**config.mk**
```make
export PLATFORM = sky130hd
export DESIGN_NAME = adsr_envelope_generator_top
export DESIGN_NICKNAME = d
export VERILOG_FILES = /design/src/rtl/core/adsr_pkg.sv /design/src/rtl/core/adsr_envelope_generator_top.sv
export SDC_FILE = /design/constraint.sdc
export NUM_CORES = 1
export LEC_CHECK = 0
export ABC_AREA = 1
export BUFFER_PORTS_ARGS = -buffer_cell sky130_fd_sc_hd__buf_2
export CORE_ASPECT_RATIO = 0.8
export CORE_MARGIN = 8
export CORE_UTILIZATION = 35
export CTS_BUF_LIST = sky130_fd_sc_hd__clkbuf_2 sky130_fd_sc_hd__clkbuf_4 sky130_fd_sc_hd__clkbuf_8
export CTS_CLUSTER_DIAMETER = 150
export CTS_CLUSTER_SIZE = 12
export DETAILED_ROUTE_END_ITERATION = 16
export GPL_TIMING_DRIVEN = 1
export HOLD_SLACK_MARGIN = 0.03
export PLACE_DENSITY = 0.54
export SKIP_LAST_GASP = 1
export SLEW_MARGIN = 30
export SYNTH_ARGS = -nofsm -noshare
export SYNTH_HDL_FRONTEND = slang
export SYNTH_SLANG_ARGS = --single-unit
```
**constraint.sdc**
```tcl
create_clock -name clk -period 38.6 [get_ports clk]
set_clock_uncertainty 0.15 [all_clocks]
set_input_delay 3.86 -clock clk [delete_from_list [all_inputs] [get_ports clk]]
set_output_delay 3.86 -clock clk [all_outputs]
set_load 0.005 [all_outputs]
```
**src/rtl/core/adsr_pkg.sv**
```systemverilog
`default_nettype none

package adsr_pkg;

	localparam int SAMPLE_BITS = 16;
	localparam int LEVEL_BITS = 16;
	localparam int CFG_DATA_BITS = (SAMPLE_BITS > LEVEL_BITS) ? SAMPLE_BITS : LEVEL_BITS;
	localparam int CFG_INDEX_BITS = 3;
	localparam int DIV_COUNT_BITS = $clog2(LEVEL_BITS);

	localparam logic [LEVEL_BITS-1:0] LEVEL_FULL = 16'hffff;

	// Register reset values and the step values that follow from them.
	localparam logic [LEVEL_BITS-1:0] ATTACK_TIME_RST = 16'h00ff;
	localparam logic [LEVEL_BITS-1:0] DECAY_TIME_RST = 16'h01ff;
	localparam logic [LEVEL_BITS-1:0] SUSTAIN_LEVEL_RST = 16'h7fff;
	localparam logic [LEVEL_BITS-1:0] RELEASE_TIME_RST = 16'h00ff;
	localparam logic [SAMPLE_BITS-1:0] GEN_LOW_RST = '0;
	localparam logic [SAMPLE_BITS-1:0] GEN_HIGH_RST = SAMPLE_BITS'(32'h7fff);
	localparam logic [LEVEL_BITS-1:0] ATTACK_STEP_RST = 16'd257;
	localparam logic [LEVEL_BITS-1:0] DECAY_STEP_RST = 16'd128;
	localparam logic [LEVEL_BITS-1:0] RELEASE_STEP_RST = 16'd257;

	typedef enum logic [2:0] {
		OP_APPLY    = 3'd0,
		OP_GENERATE = 3'd1,
		OP_GATE_ON  = 3'd2,
		OP_GATE_OFF = 3'd3,
		OP_BYPASS   = 3'd4
	} op_t;

	typedef enum logic [CFG_INDEX_BITS-1:0] {
		REG_ATTACK_TIME   = 3'd0,
		REG_DECAY_TIME    = 3'd1,
		REG_SUSTAIN_LEVEL = 3'd2,
		REG_RELEASE_TIME  = 3'd3,
		REG_GEN_LOW       = 3'd4,
		REG_GEN_HIGH      = 3'd5
	} cfg_reg_t;

	typedef enum logic [2:0] {
		PH_IDLE    = 3'd0,
		PH_ATTACK  = 3'd1,
		PH_DECAY   = 3'd2,
		PH_SUSTAIN = 3'd3,
		PH_RELEASE = 3'd4,
		PH_BYPASS  = 3'd5
	} phase_t;

	typedef enum logic [1:0] {
		SEL_ATTACK  = 2'd0,
		SEL_DECAY   = 2'd1,
		SEL_RELEASE = 2'd2
	} step_sel_t;

	typedef struct packed {
		logic [2:0]                    op;
		logic signed [SAMPLE_BITS-1:0] sample_in;
		logic                          last_in_block;
	} item_t;

	typedef struct packed {
		logic signed [SAMPLE_BITS-1:0] sample_out;
		logic [LEVEL_BITS-1:0]         level;
		logic                          gate_active;
		logic                          last_out;
	} result_t;

endpackage

`default_nettype wire

```
**src/rtl/core/adsr_envelope_generator_top.sv**
```systemverilog
`default_nettype none
// Latency: a sample item's result is valid in the cycle after the item transfer.
// Throughput: one item per cycle when input is not stalled; gate and bypass items give no result.
// A write to a time register queues a bit-serial divide for its step: a load, then
// one step for each of the 16 quotient bits. Item input stalls while divides are
// queued or running.
// Reset: phase idle, level 0, all registers and steps at their default values.

module adsr_envelope_generator_top (
	input  wire logic             clk,
	input  wire logic             arst_n,
	input  wire logic             cfg_we,
	input  wire logic [adsr_pkg::CFG_INDEX_BITS-1:0] cfg_index,
	input  wire logic [adsr_pkg::CFG_DATA_BITS-1:0]  cfg_data,
	input  wire logic             item_valid,
	output logic                  item_stall,
	input  wire adsr_pkg::item_t  item,
	output logic                  result_valid,
	input  wire logic             result_stall,
	output adsr_pkg::result_t     result
);
	import adsr_pkg::*;

	localparam int SB = SAMPLE_BITS;

	// Configuration and envelope state
	logic [LEVEL_BITS-1:0]  attack_time_q, decay_time_q, release_time_q, sustain_q;
	logic [SB-1:0]          gen_low_q, gen_high_q;
	logic [LEVEL_BITS-1:0]  attack_step_q, decay_step_q, release_step_q;
	phase_t                 phase_q, phase_d;
	logic [LEVEL_BITS-1:0]  level_q, level_d;

	// Step divider
	logic                      div_busy_q;
	step_sel_t                 div_sel_q;
	logic [DIV_COUNT_BITS-1:0] div_cnt_q;
	logic [LEVEL_BITS-1:0]     div_den_q, div_rem_q, div_quo_q;
	logic [2:0]                pend_q, pend_d, wr_mask, start_mask;
	logic                      div_start;
	step_sel_t                 start_sel;
	logic [LEVEL_BITS-1:0]     start_den;
	logic [LEVEL_BITS:0]       div_trial;
	logic                      div_bit;
	logic [LEVEL_BITS-1:0]     div_rem_d, div_quo_d, div_result;
	logic                      div_done;

	// Datapath
	logic                   item_fire, result_take, res_load;
	logic [LEVEL_BITS:0]    attack_sum;
	logic [LEVEL_BITS-1:0]  lvl1, lvl2, adv_lvl, decay_dif;
	phase_t                 ph1, ph2, adv_ph;
	logic [7:0]             lv;
	logic signed [SB+8:0]   smp_w, lv_w, prod_a;
	logic signed [SB+9:0]   diff_w, lvg_w, prod_g;
	result_t                res_d, result_q;
	logic                   result_valid_q;

	assign item_fire = item_valid && !item_stall;
	assign result_take = result_valid_q && !result_stall;
	assign item_stall = div_busy_q || (|pend_q) || cfg_we || (result_valid_q && result_stall);

	// Configuration writes
	always_ff @(posedge clk or negedge arst_n) begin
		if (!arst_n) begin
			attack_time_q <= ATTACK_TIME_RST;
			decay_time_q <= DECAY_TIME_RST;
			sustain_q <= SUSTAIN_LEVEL_RST;
			release_time_q <= RELEASE_TIME_RST;
			gen_low_q <= GEN_LOW_RST;
			gen_high_q <= GEN_HIGH_RST;
		end else if (cfg_we) begin
			case (cfg_reg_t'(cfg_index))
				REG_ATTACK_TIME: attack_time_q <= cfg_data[LEVEL_BITS-1:0];
				REG_DECAY_TIME: decay_time_q <= cfg_data[LEVEL_BITS-1:0];
				REG_SUSTAIN_LEVEL: sustain_q <= cfg_data[LEVEL_BITS-1:0];
				REG_RELEASE_TIME: release_time_q <= cfg_data[LEVEL_BITS-1:0];
				REG_GEN_LOW: gen_low_q <= cfg_data[SB-1:0];
				REG_GEN_HIGH: gen_high_q <= cfg_data[SB-1:0];
				default: ;
			endcase
		end
	end

	always_comb begin
		wr_mask = 3'b000;
		if (cfg_we) begin
			case (cfg_reg_t'(cfg_index))
				REG_ATTACK_TIME: wr_mask[SEL_ATTACK] = 1'b1;
				REG_DECAY_TIME: wr_mask[SEL_DECAY] = 1'b1;
				REG_RELEASE_TIME: wr_mask[SEL_RELEASE] = 1'b1;
				default: ;
			endcase
		end
	end

	// The divider takes the lowest pending step; a write that lands during its
	// own divide marks it pending again, so the newest time always wins.
	always_comb begin
		start_sel = SEL_ATTACK;
		start_den = attack_time_q;
		start_mask = 3'b000;
		if (pend_q[SEL_ATTACK]) begin
			start_sel = SEL_ATTACK;
			start_den = attack_time_q;
			start_mask[SEL_ATTACK] = 1'b1;
		end else if (pend_q[SEL_DECAY]) begin
			start_sel = SEL_DECAY;
			start_den = decay_time_q;
			start_mask[SEL_DECAY] = 1'b1;
		end else if (pend_q[SEL_RELEASE]) begin
			start_sel = SEL_RELEASE;
			start_den = release_time_q;
			start_mask[SEL_RELEASE] = 1'b1;
		end
		div_start = !div_busy_q && (|pend_q);
		pend_d = (pend_q & ~(div_start ? start_mask : 3'b000)) | wr_mask;
	end

	// Restoring division of 0xffff: every dividend bit shifted in is a one.
	assign div_trial = {div_rem_q, 1'b1};
	assign div_bit = (div_trial >= {1'b0, div_den_q});
	assign div_rem_d = div_bit ? LEVEL_BITS'(div_trial - {1'b0, div_den_q})
		: div_trial[LEVEL_BITS-1:0];
	assign div_quo_d = {div_quo_q[LEVEL_BITS-2:0], div_bit};
	assign div_done = div_busy_q && (div_cnt_q == DIV_COUNT_BITS'(LEVEL_BITS - 1));
	assign div_result = (div_den_q == '0) ? '0 : div_quo_d;

	always_ff @(posedge clk or negedge arst_n) begin
		if (!arst_n) begin
			pend_q <= 3'b000;
			div_busy_q <= 1'b0;
			div_sel_q <= SEL_ATTACK;
			div_cnt_q <= '0;
			attack_step_q <= ATTACK_STEP_RST;
			decay_step_q <= DECAY_STEP_RST;
			release_step_q <= RELEASE_STEP_RST;
		end else begin
			pend_q <= pend_d;
			if (div_start) begin
				div_busy_q <= 1'b1;
				div_sel_q <= start_sel;
				div_cnt_q <= '0;
			end else if (div_busy_q) begin
				div_cnt_q <= div_cnt_q + 1'b1;
				if (div_done) begin
					div_busy_q <= 1'b0;
					case (div_sel_q)
						SEL_ATTACK: attack_step_q <= div_result;
						SEL_DECAY: decay_step_q <= div_result;
						SEL_RELEASE: release_step_q <= div_result;
						default: ;
					endcase
				end
			end
		end
	end

	always_ff @(posedge clk) begin
		if (div_start) begin
			div_den_q <= start_den;
			div_rem_q <= '0;
			div_quo_q <= '0;
		end else if (div_busy_q) begin
			div_rem_q <= div_rem_d;
			div_quo_q <= div_quo_d;
		end
	end

	// One sample's level advance: attack, then decay, then release.
	always_comb begin
		attack_sum = {1'b0, level_q} + {1'b0, attack_step_q};
		lvl1 = level_q;
		ph1 = phase_q;
		if (phase_q == PH_ATTACK) begin
			if (attack_step_q == '0 || attack_sum >= {1'b0, LEVEL_FULL}) begin
				lvl1 = LEVEL_FULL;
				ph1 = PH_DECAY;
			end else begin
				lvl1 = attack_sum[LEVEL_BITS-1:0];
			end
		end

		decay_dif = lvl1 - decay_step_q;
		lvl2 = lvl1;
		ph2 = ph1;
		if (ph1 == PH_DECAY) begin
			if (decay_step_q == '0 || decay_step_q >= lvl1 || decay_dif <= sustain_q) begin
				lvl2 = sustain_q;
				ph2 = PH_SUSTAIN;
			end else begin
				lvl2 = decay_dif;
			end
		end

		adv_lvl = lvl2;
		adv_ph = ph2;
		if (ph2 == PH_RELEASE) begin
			if (release_step_q == '0 || lvl2 <= release_step_q) begin
				adv_lvl = '0;
				adv_ph = PH_IDLE;
			end else begin
				adv_lvl = lvl2 - release_step_q;
			end
		end
	end

	// Next phase and level
	always_comb begin
		phase_d = phase_q;
		level_d = level_q;
		res_load = 1'b0;
		case (op_t'(item.op))
			OP_APPLY, OP_GENERATE: begin
				res_load = 1'b1;
				if (phase_q != PH_BYPASS) begin
					phase_d = adv_ph;
					level_d = adv_lvl;
				end
			end
			OP_GATE_ON: phase_d = PH_ATTACK;
			OP_GATE_OFF: begin
				if (!(phase_q inside {PH_IDLE, PH_BYPASS})) begin
					phase_d = PH_RELEASE;
				end
			end
			OP_BYPASS: phase_d = PH_BYPASS;
			default: ;
		endcase
	end

	// Result: scale by the level's top byte, floor toward minus infinity; bypass is unscaled.
	assign lv = adv_lvl[LEVEL_BITS-1:LEVEL_BITS-8];
	assign smp_w = {{9{item.sample_in[SB-1]}}, item.sample_in};
	assign lv_w = {{(SB+1){1'b0}}, lv};
	assign prod_a = smp_w * lv_w;
	assign diff_w = {{10{gen_high_q[SB-1]}}, gen_high_q} - {{10{gen_low_q[SB-1]}}, gen_low_q};
	assign lvg_w = {{(SB+2){1'b0}}, lv};
	assign prod_g = diff_w * lvg_w;

	always_comb begin
		res_d.last_out = item.last_in_block;
		if (phase_q == PH_BYPASS) begin
			res_d.sample_out = item.sample_in;
			res_d.level = level_q;
			res_d.gate_active = 1'b0;
		end else begin
			if (op_t'(item.op) == OP_GENERATE) begin
				res_d.sample_out = gen_low_q + prod_g[SB+7:8];
			end else begin
				res_d.sample_out = prod_a[SB+7:8];
			end
			res_d.level = adv_lvl;
			res_d.gate_active = (adv_ph inside {PH_ATTACK, PH_DECAY, PH_SUSTAIN});
		end
	end

	always_ff @(posedge clk or negedge arst_n) begin
		if (!arst_n) begin
			phase_q <= PH_IDLE;
			level_q <= '0;
			result_valid_q <= 1'b0;
		end else begin
			if (item_fire) begin
				phase_q <= phase_d;
				level_q <= level_d;
			end
			if (item_fire && res_load) begin
				result_valid_q <= 1'b1;
			end else if (result_take) begin
				result_valid_q <= 1'b0;
			end
		end
	end

	always_ff @(posedge clk) begin
		if (item_fire && res_load) begin
			result_q <= res_d;
		end
	end

	assign result_valid = result_valid_q;
	assign result = result_q;

`ifndef SYNTH
	// Idle is reached only from reset or the end of release, both at level zero.
	a_idle_level_zero: assert property (@(posedge clk) disable iff (!arst_n)
		(phase_q == PH_IDLE) |-> (level_q == '0))
		else $error("idle phase with nonzero level");

	a_no_item_while_dividing: assert property (@(posedge clk) disable iff (!arst_n)
		(div_busy_q || (|pend_q)) |-> !item_fire)
		else $error("item transfer while a step is being computed");

	a_gate_only_no_result: assert property (@(posedge clk) disable iff (!arst_n)
		(item_fire && !res_load && !result_take) |=> (result_valid_q == $past(result_valid_q)))
		else $error("gate item changed the result register");
`endif

endmodule

`default_nettype wire
```
; ---- Yosys cells after proc, flatten, opt, wreduce, memory -nomap -nowiden
; Cells that the tools add are included.
[word_totals]
output_inout_bits = 36
regBits = 255
elab_cells = 148
[op_classes]
mux = 43
eq_ne = 22
n_mul = 2
n_addsub = 7
bitwise_logic = 4
n_reduce_logical = 42
n_lt_le_gt_ge = 5
[op_table]
columns = cell, count
row1 = 16-bit two-way mux, 12
row2 = 16-bit zero test, 4
row3 = 16-bit subtractor, 3
row4 = 33-bit two-way mux, 1
row5 = 16-bit <= comparator, 2
row6 = 3-bit two-way mux, 10
row7 = 16-bit by 9-bit multiplier with 24-bit output, 1
row8 = 17-bit by 9-bit multiplier with 24-bit output, 1
row9 = 3-bit by 2-bit == test with 1-bit output (second input constant), 7
row10 = 16-bit by 16-bit adder with 17-bit output, 1
row11 = 17-bit by 16-bit >= comparator with 1-bit output, 1
row12 = 17-bit by 16-bit >= comparator with 1-bit output (second input constant), 1
row13 = 16-bit by 16-bit subtractor with 17-bit output, 1
row14 = 16-bit adder, 1
row15 = 16-bit >= comparator, 1
row16 = 4-bit AND reduction, 4
row17 = 3-bit == test (second input constant), 5
row18 = 1-bit two-way mux, 13
row19 = 3-bit by 1-bit == test with 1-bit output (second input constant), 4
row20 = 3-bit case mux with 4 select lines, 1
row21 = 2-bit AND reduction, 6
row22 = 3-bit zero test, 3
row23 = 2-bit two-way mux, 4
row24 = 4-bit two-way mux, 2
row25 = 20 further kinds, 36

; ---- Logic depth before layout (Yosys ltp)
; Gate-level depths: netlist (run 1).
[depth]
ltp_word = 18
depth_mapped = 96

; ---- Worst setup path after synthesis (run 1)
; OpenSTA, ideal clock, no wires.
[synth_timing]
path_type = reg-to-reg
from = register attack_step_q[0]
to = register result_q, in the netlist result[33] (data pin)
synth_period_minus_slack_ns = 13.223
t_arrival_ns = 12.820
slack_ns = 25.377
stages_incl_launch_ff = 93
path_cell_list = dfstp_2 ha_1 inv_1 fa_1 inv_1 nand3_1 nand2_1 nand2_1 nand2_1 nand2_1 nand3_1 nor2_1 nand2_1 nor2_1 nand3_2 nand3_1 buf_2 o22ai_1 (+57 left out) inv_1 a31oi_1 o21ai_0 a21boi_0 o21ai_0 a21boi_0 nor2_1 nor2_1 o21bai_1 xor2_1 inv_1 nand3_1 nand2_1 inv_1 nand3_1 nand3_1 nand3_1 nand2_1
[synth_lines]
columns = item, line_no
row1 = start: declaration, adsr_envelope_generator_top.sv:29  ; logic [LEVEL_BITS-1:0] attack_step_q, decay_step_q, release_step_q;
row2 = start signal: assignment, adsr_envelope_generator_top.sv:148  ; SEL_ATTACK: attack_step_q <= div_result;
row3 = end signal: assignment, adsr_envelope_generator_top.sv:277  ; result_q <= res_d;
row4 = end: declaration, adsr_envelope_generator_top.sv:55  ; result_t res_d, result_q;

==> impl_metrics.tcl, run 1 <==
set metrics [dict create \
    crit-reg2reg-capture "result[33]" \
    worst_slack_ps 22750 \
    slew_headroom_pct 31.44 \
    antenna_found_initial 7 \
    critPathCaptureType "flip-flop" \
    r2r-start "attack_step_q[0]" \
    grt_pass1_vias 19440 \
    clock_tree.root_cell "clkbuf_8" \
    tightestPinTransition_ps 1018 \
    cts_tree "built" \
    finalSetupViolCount 0 \
    synth_cell_types 66 \
    ys_warn_count 0 \
    cp_data_required_time_ps 38860 \
    hold_viol 0 \
    io_pins 80 \
    synth-seq-cells 255 \
    finalPower_mw 0.9135 \
    yosysMostFrequentCell "nand2_1" \
    dp_slack_ps 22930 \
    cts_resized 0 \
    synth_edf_count 50 \
    cpPeakStageDelay_ps 550 \
    cpMostUsedCell "nand2_1" \
    die_x_um 311.9 \
    critPathKind "reg2reg" \
    min_period_ps 15850 \
    ant_nets 0 \
    drtIter0Drc 1745 \
    drv_slew 0 \
    synth_commonest_cells "nand2_1, inv_1, o21ai_0" \
    drt_pass1_iterations 7 \
    drive_above_1_share_pct 8.776 \
    clkSlewWorstSetupHoldPaths_ps 110 \
    power_density_nw_per_um2 34.59 \
    fmax_mhz 63.09 \
    num_rows 86 \
    cts_made_buffers 25 \
    cp-startpoint "attack_step_q[0]" \
    ys_async_sr_fraction_pct 68.24 \
    synthFlopType "dfrtp_1" \
    endpoint "result[33]" \
    syn-num-nets 3588 \
    syn_to_final_growth_pct 7.722 \
    cp-start-kind "flip-flop" \
    status "finished, final reports clean" \
    drc 0 \
    track_usage_pct 18.09 \
    place_congestion 0.9332 \
    min_path_type "reg2reg" \
    ys_seq_area_share_pct 26.72 \
    place_hpwl_um 57440 \
    die_area_um2 78820 \
    clk-insertion-delay-late_ps 660 \
    viasPerCell 4.899 \
    cts_buffer_depth 3 \
    coreArea_um2 69080 \
    port_buffers 79 \
    rsz0062_at_grt "no" \
    wire_per_inst_um 17.43 \
    fp.dieH_um 252.7 \
    r2r_cells 85 \
    clock-sinks 255 \
    grt_overflow 0 \
    setup_tns_ps 0 \
    post_synth_instance_area_um2 24520 \
    synth_top_area_cell "fa_1" \
    start_util_pct 35.49 \
    synth_top_area_share_pct 16.90 \
    grt_pass1_wl_um 114400 \
    multi_input_area_um2 15370 \
    leakage_nw 13.82 \
    synth.avg_cell_area_um2 7.815 \
    cp.arrival_ps 16110 \
    cap_violations 0 \
    cp_slowest_cell "dfstp_2" \
    syn-instance-count 3137 \
    ff_latch_area_um2 6551 \
    vias 20220 \
    fin_nets 3634 \
    postCtsSetupRepairBufs 0 \
    fill_cells 7316 \
    synthTopCellsByArea "fa_1, dfrtp_1, nand2_1" \
    grt_max_degree 73 \
    rrSetupSlack_ps 22750 \
    finalCritPeriodShare_pct 41.06 \
    totalWireLength_um 71950 \
    htree_levels 1 \
    holdBufCountCts 0 \
    ir_drop_mv 0.02987 \
    worstPathMaxFanout 18 \
]
## power by group
group	switching, mW	internal [mW]	leakage [nW]
registers	0.0340	0.328	2.83
logic	0.245	0.118	10.7
clock network	0.108	0.0808	0.280
total	0.387	0.527	13.8
## area by class of cell
type | instances | area share, %
Sequential cell | 255 | 24.81
Inverter | 609 | 8.656
Clock buffer | 44 | 1.867
Multi-Input combinational cell | 2196 | 58.19
Antenna cell | 2 | 0.01895
Timing Repair Buffer | 96 | 2.004
Clock inverter | 2 | 0.07580
Tap cell | 924 | 4.378
## how the worst min path moves through the flow
stage,from,to,cells after the start
floorplan,div_quo_q[14],div_quo_q[14],2
global placement,div_quo_q[14],div_quo_q[14],2
detailed placement,div_quo_q[14],div_quo_q[14],2
CTS,div_quo_q[12],div_quo_q[13],2
global route,div_quo_q[12],div_quo_q[13],2
finish,div_quo_q[12],div_quo_q[13],2
## state kept, by name (all words and copies together), names as in the netlist, 16 cells and up
signal and count:
sustain_q 16, attack_step_q 16, decay_time_q 16, release_step_q 16, level_q 16, div_den_q 16, gen_low_q 16, result 34
release_time_q 16, decay_step_q 16, attack_time_q 16, div_rem_q 16, gen_high_q 16
## critical path, delay by kind of cell, from the launching register on
kind                       cells  cell delay [ps]
xor gates and xnor gates       3              550
buffers and inverters         13             1510
adders and majority gates     12             4390
DFF                            1              550
and+or+nand+nor               36             3810
AOI/OAI and AO/OA             21             4610
## cell families after synthesis
family	synth area share (%)
buffers and inverters	10.79
flip-flops	26.72
AO/OA/AOI/OAI	13.01
XOR/XNOR	2.858
AND/OR/NAND/NOR	19.47
multiplexers	0.04083
adder cells (fa/ha/maj)	27.11
## routing by layer
layer | vias up | GRT usage, % | part of all wire, %
met1 | 9685 | 29.36 | 54
met5 | - | 0 | 0.018
met2 | 453 | 25.53 | 39
met3 | 49 | 2.296 | 5.7
li1 | 10030 | - | -
met4 | 2 | 2.608 | 1.3
## cells in the final DEF, fill, tap and decap left out, drive strengths merged, types with 23 or more instances in the layout
cell / synthesis / layout
nand2: 713 / 713
inv: 607 / 607
o21ai: 285 / 285
nor2: 258 / 258
fa: 207 / 207
ha: 200 / 200
a21oi: 177 / 177
dfrtp: 114 / 114
buf: 26 / 96
nand3: 83 / 83
dfstp: 60 / 60
xor2: 53 / 53
edfxtp: 50 / 50
clkbuf: 51 / 44
dfxtp: 31 / 31
xnor2: 27 / 27
o22ai: 24 / 24
nor3: 23 / 23
nand4: 23 / 23
## metrics by stage
step / area (µm²) / utilization (%) / hold slack [ps] / std cells
3_3_place_gp: 25860 / 37.44 / 297.1 / 4080
3_5_place_dp: 25890 / 37.47 / 304.3 / 4080
5_1_grt: 26410 / 38.23 / 328.0 / 4127
2_1_floorplan: 24520 / - / 278.6 / 3137
4_1_cts: 26400 / 38.21 / 299.4 / 4126
6_report: 26410 / 38.23 / 288.7 / 4128
Note: power is estimated with default switching activity, not from simulation.
==> run 2, diff against run 1 <==
--- a/config.mk
+++ b/config.mk
@@ -16,7 +16,7 @@
 export DETAILED_ROUTE_END_ITERATION = 16
 export GPL_TIMING_DRIVEN = 1
 export HOLD_SLACK_MARGIN = 0.03
-export PLACE_DENSITY = 0.54
+export PLACE_DENSITY = 0.56
 export SKIP_LAST_GASP = 1
 export SLEW_MARGIN = 30
 export SYNTH_ARGS = -nofsm -noshare
==> constraint.sdc (replaced) <==
create_clock -name clk -period 13.31 [get_ports clk]
set_clock_uncertainty 0.15 [all_clocks]
set_input_delay 1.331 -clock clk [delete_from_list [all_inputs] [get_ports clk]]
set_output_delay 1.331 -clock clk [all_outputs]
set_load 0.005 [all_outputs]
==> impl_metrics.tcl, run 2 (same netlist as run 1, synthesis figures left out) <==
set metrics [dict create \
    status "finished, final reports clean" \
    final_cells 4438 \
    cts_made_buffers 25 \
    leakage_nw 15.46 \
    drt_pass1_iterations 6 \
    dp.cells 4355 \
    totalWireLength_um 74210 \
    clock-sinks 255 \
    cts_buffer_depth 3 \
    crit_family "adder cells" \
    grt_overflow 0 \
    ant_nets 0 \
    wire_per_inst_um 16.72 \
    clock_tree.root_cell "clkbuf_8" \
    finalCritPeriodShare_pct 97.98 \
    port_buffers 79 \
    critPathCaptureType "flip-flop" \
    cp-startpoint "attack_step_q[0]" \
    cpPeakStageDelay_ps 580 \
    fp.dieH_um 252.7 \
    vias 21480 \
    clk-insertion-delay-late_ps 660 \
    tightestPinTransition_ps 965.5 \
    rsz0062_at_grt "yes" \
    grt_pass1_wl_um 117400 \
    final_cell_mix "nand2_1, inv_1, buf_4" \
    hold_start "div_quo_q[13]" \
    cpMostUsedCell "inv_2" \
    cp_slowest_cell "fa_1" \
    cp_data_required_time_ps 13580 \
    cp-start-kind "flip-flop" \
    syn_to_final_growth_pct 21.71 \
    power_density_nw_per_um2 95.65 \
    critPathKind "reg2reg" \
    io_pins 80 \
    num_rows 86 \
    drive_above_1_share_pct 21.84 \
    worstPathMaxFanout 6 \
    drc 0 \
    place_hpwl_um 59450 \
    place_congestion 0.9147 \
    min_period_ps 13040 \
    cts_tree "built" \
    largest_reg_flops 34 \
    hold_viol 0 \
    finalPower_mw 2.854 \
    clkSlewWorstSetupHoldPaths_ps 110 \
    final_common_cell "nand2_1" \
    die_x_um 311.9 \
    coreArea_um2 69080 \
    r2r-start "attack_step_q[0]" \
    cap_violations 0 \
    antenna_found_initial 5 \
    setup_tns_ps 0 \
    start_util_pct 35.49 \
    die_area_um2 78820 \
    min_path_type "reg2reg" \
    ir_drop_mv 0.08957 \
    path_buf_inv 18 \
    grt_max_degree 66 \
    fin_nets 3944 \
    cp.arrival_ps 13310 \
    finalSetupViolCount 0 \
    holdBufCountCts 0 \
    slew_headroom_pct 35.41 \
    grt_pass1_vias 20780 \
    viasPerCell 4.839 \
    htree_levels 1 \
    drv_slew 0 \
    fmax_mhz 76.68 \
    track_usage_pct 18.40 \
    drtIter0Drc 1533 \
]
-- run 2: report_power, final --
part	total (mW)	switching, mW	leakage [nW]	internal [mW]
logic	1.29	0.793	12.4	0.492
clock network	0.525	0.297	0.277	0.229
registers	1.04	0.0914	2.83	0.952
total	2.85	1.18	15.5	1.67
-- run 2: metrics by stage --
step                util [%]  instance area [µm²]  hold WS [ps]  worst slack [ps]
detailed placement     40.52                27990         315.7            -640.4
CTS                    41.33                28550         276.8             18.85
global route           43.19                29830         293.0            -516.9
finish                 43.19                29840         299.6             268.4
global placement       40.49                27970         289.3            -286.2
floorplan                  -                24520         278.6             87.41
-- run 2: per-layer routing --
| layer | up-vias | global-route usage (%) | routed length (µm) |
|---|---|---|---|
| li1 | 10650 | - | - |
| met1 | 10230 | 29.33 | 38030 |
| met2 | 556 | 26.64 | 30210 |
| met3 | 47 | 2.574 | 5104 |
| met4 | 0 | 2.239 | 871 |
| met5 | - | 0 | 0 |
-- run 2: worst register-to-register path, delay by kind of cell (launching register included) --
| family | cells | cell delay (ps) |
|---|---|---|
| simple gates | 39 | 3500 |
| xor+xnor | 3 | 590 |
| fa+ha+maj | 12 | 4470 |
| buf+inv | 18 | 1160 |
| flops | 1 | 560 |
| compound gates | 17 | 2370 |
-- run 2: cell type report --
cell class | instances | area (µm²)
well taps | 924 | 1156
multi-input cells | 2196 | 16380
flip-flops and latches | 255 | 6551
repair buffers | 406 | 2940
diodes | 2 | 5.005
clock buffers | 43 | 479.2
inverters | 609 | 2298
clock inverters | 3 | 25.02
fillers | 7141 | 39240
-- run 2: path summary, 6_finish.rpt --
path / end / slack (ps) / cells past startpoint
setup / recovery: result[33] / 270 / 89
hold reg to reg: div_quo_q[14] / 300 / 2
setup reg to reg: result[33] / 270 / 89
min in group asynchronous: attack_step_q[4] / 450 / 1
hold / removal: div_quo_q[14] / 300 / 2
max in group asynchronous: div_cnt_q[3] / 10450 / 3
-- run 2: what timing repair did --
action,in CTS,in global routing
pin swaps,0,119
setup endpoints to repair,7,14
resized for setup,18,231
setup buffers,1,34
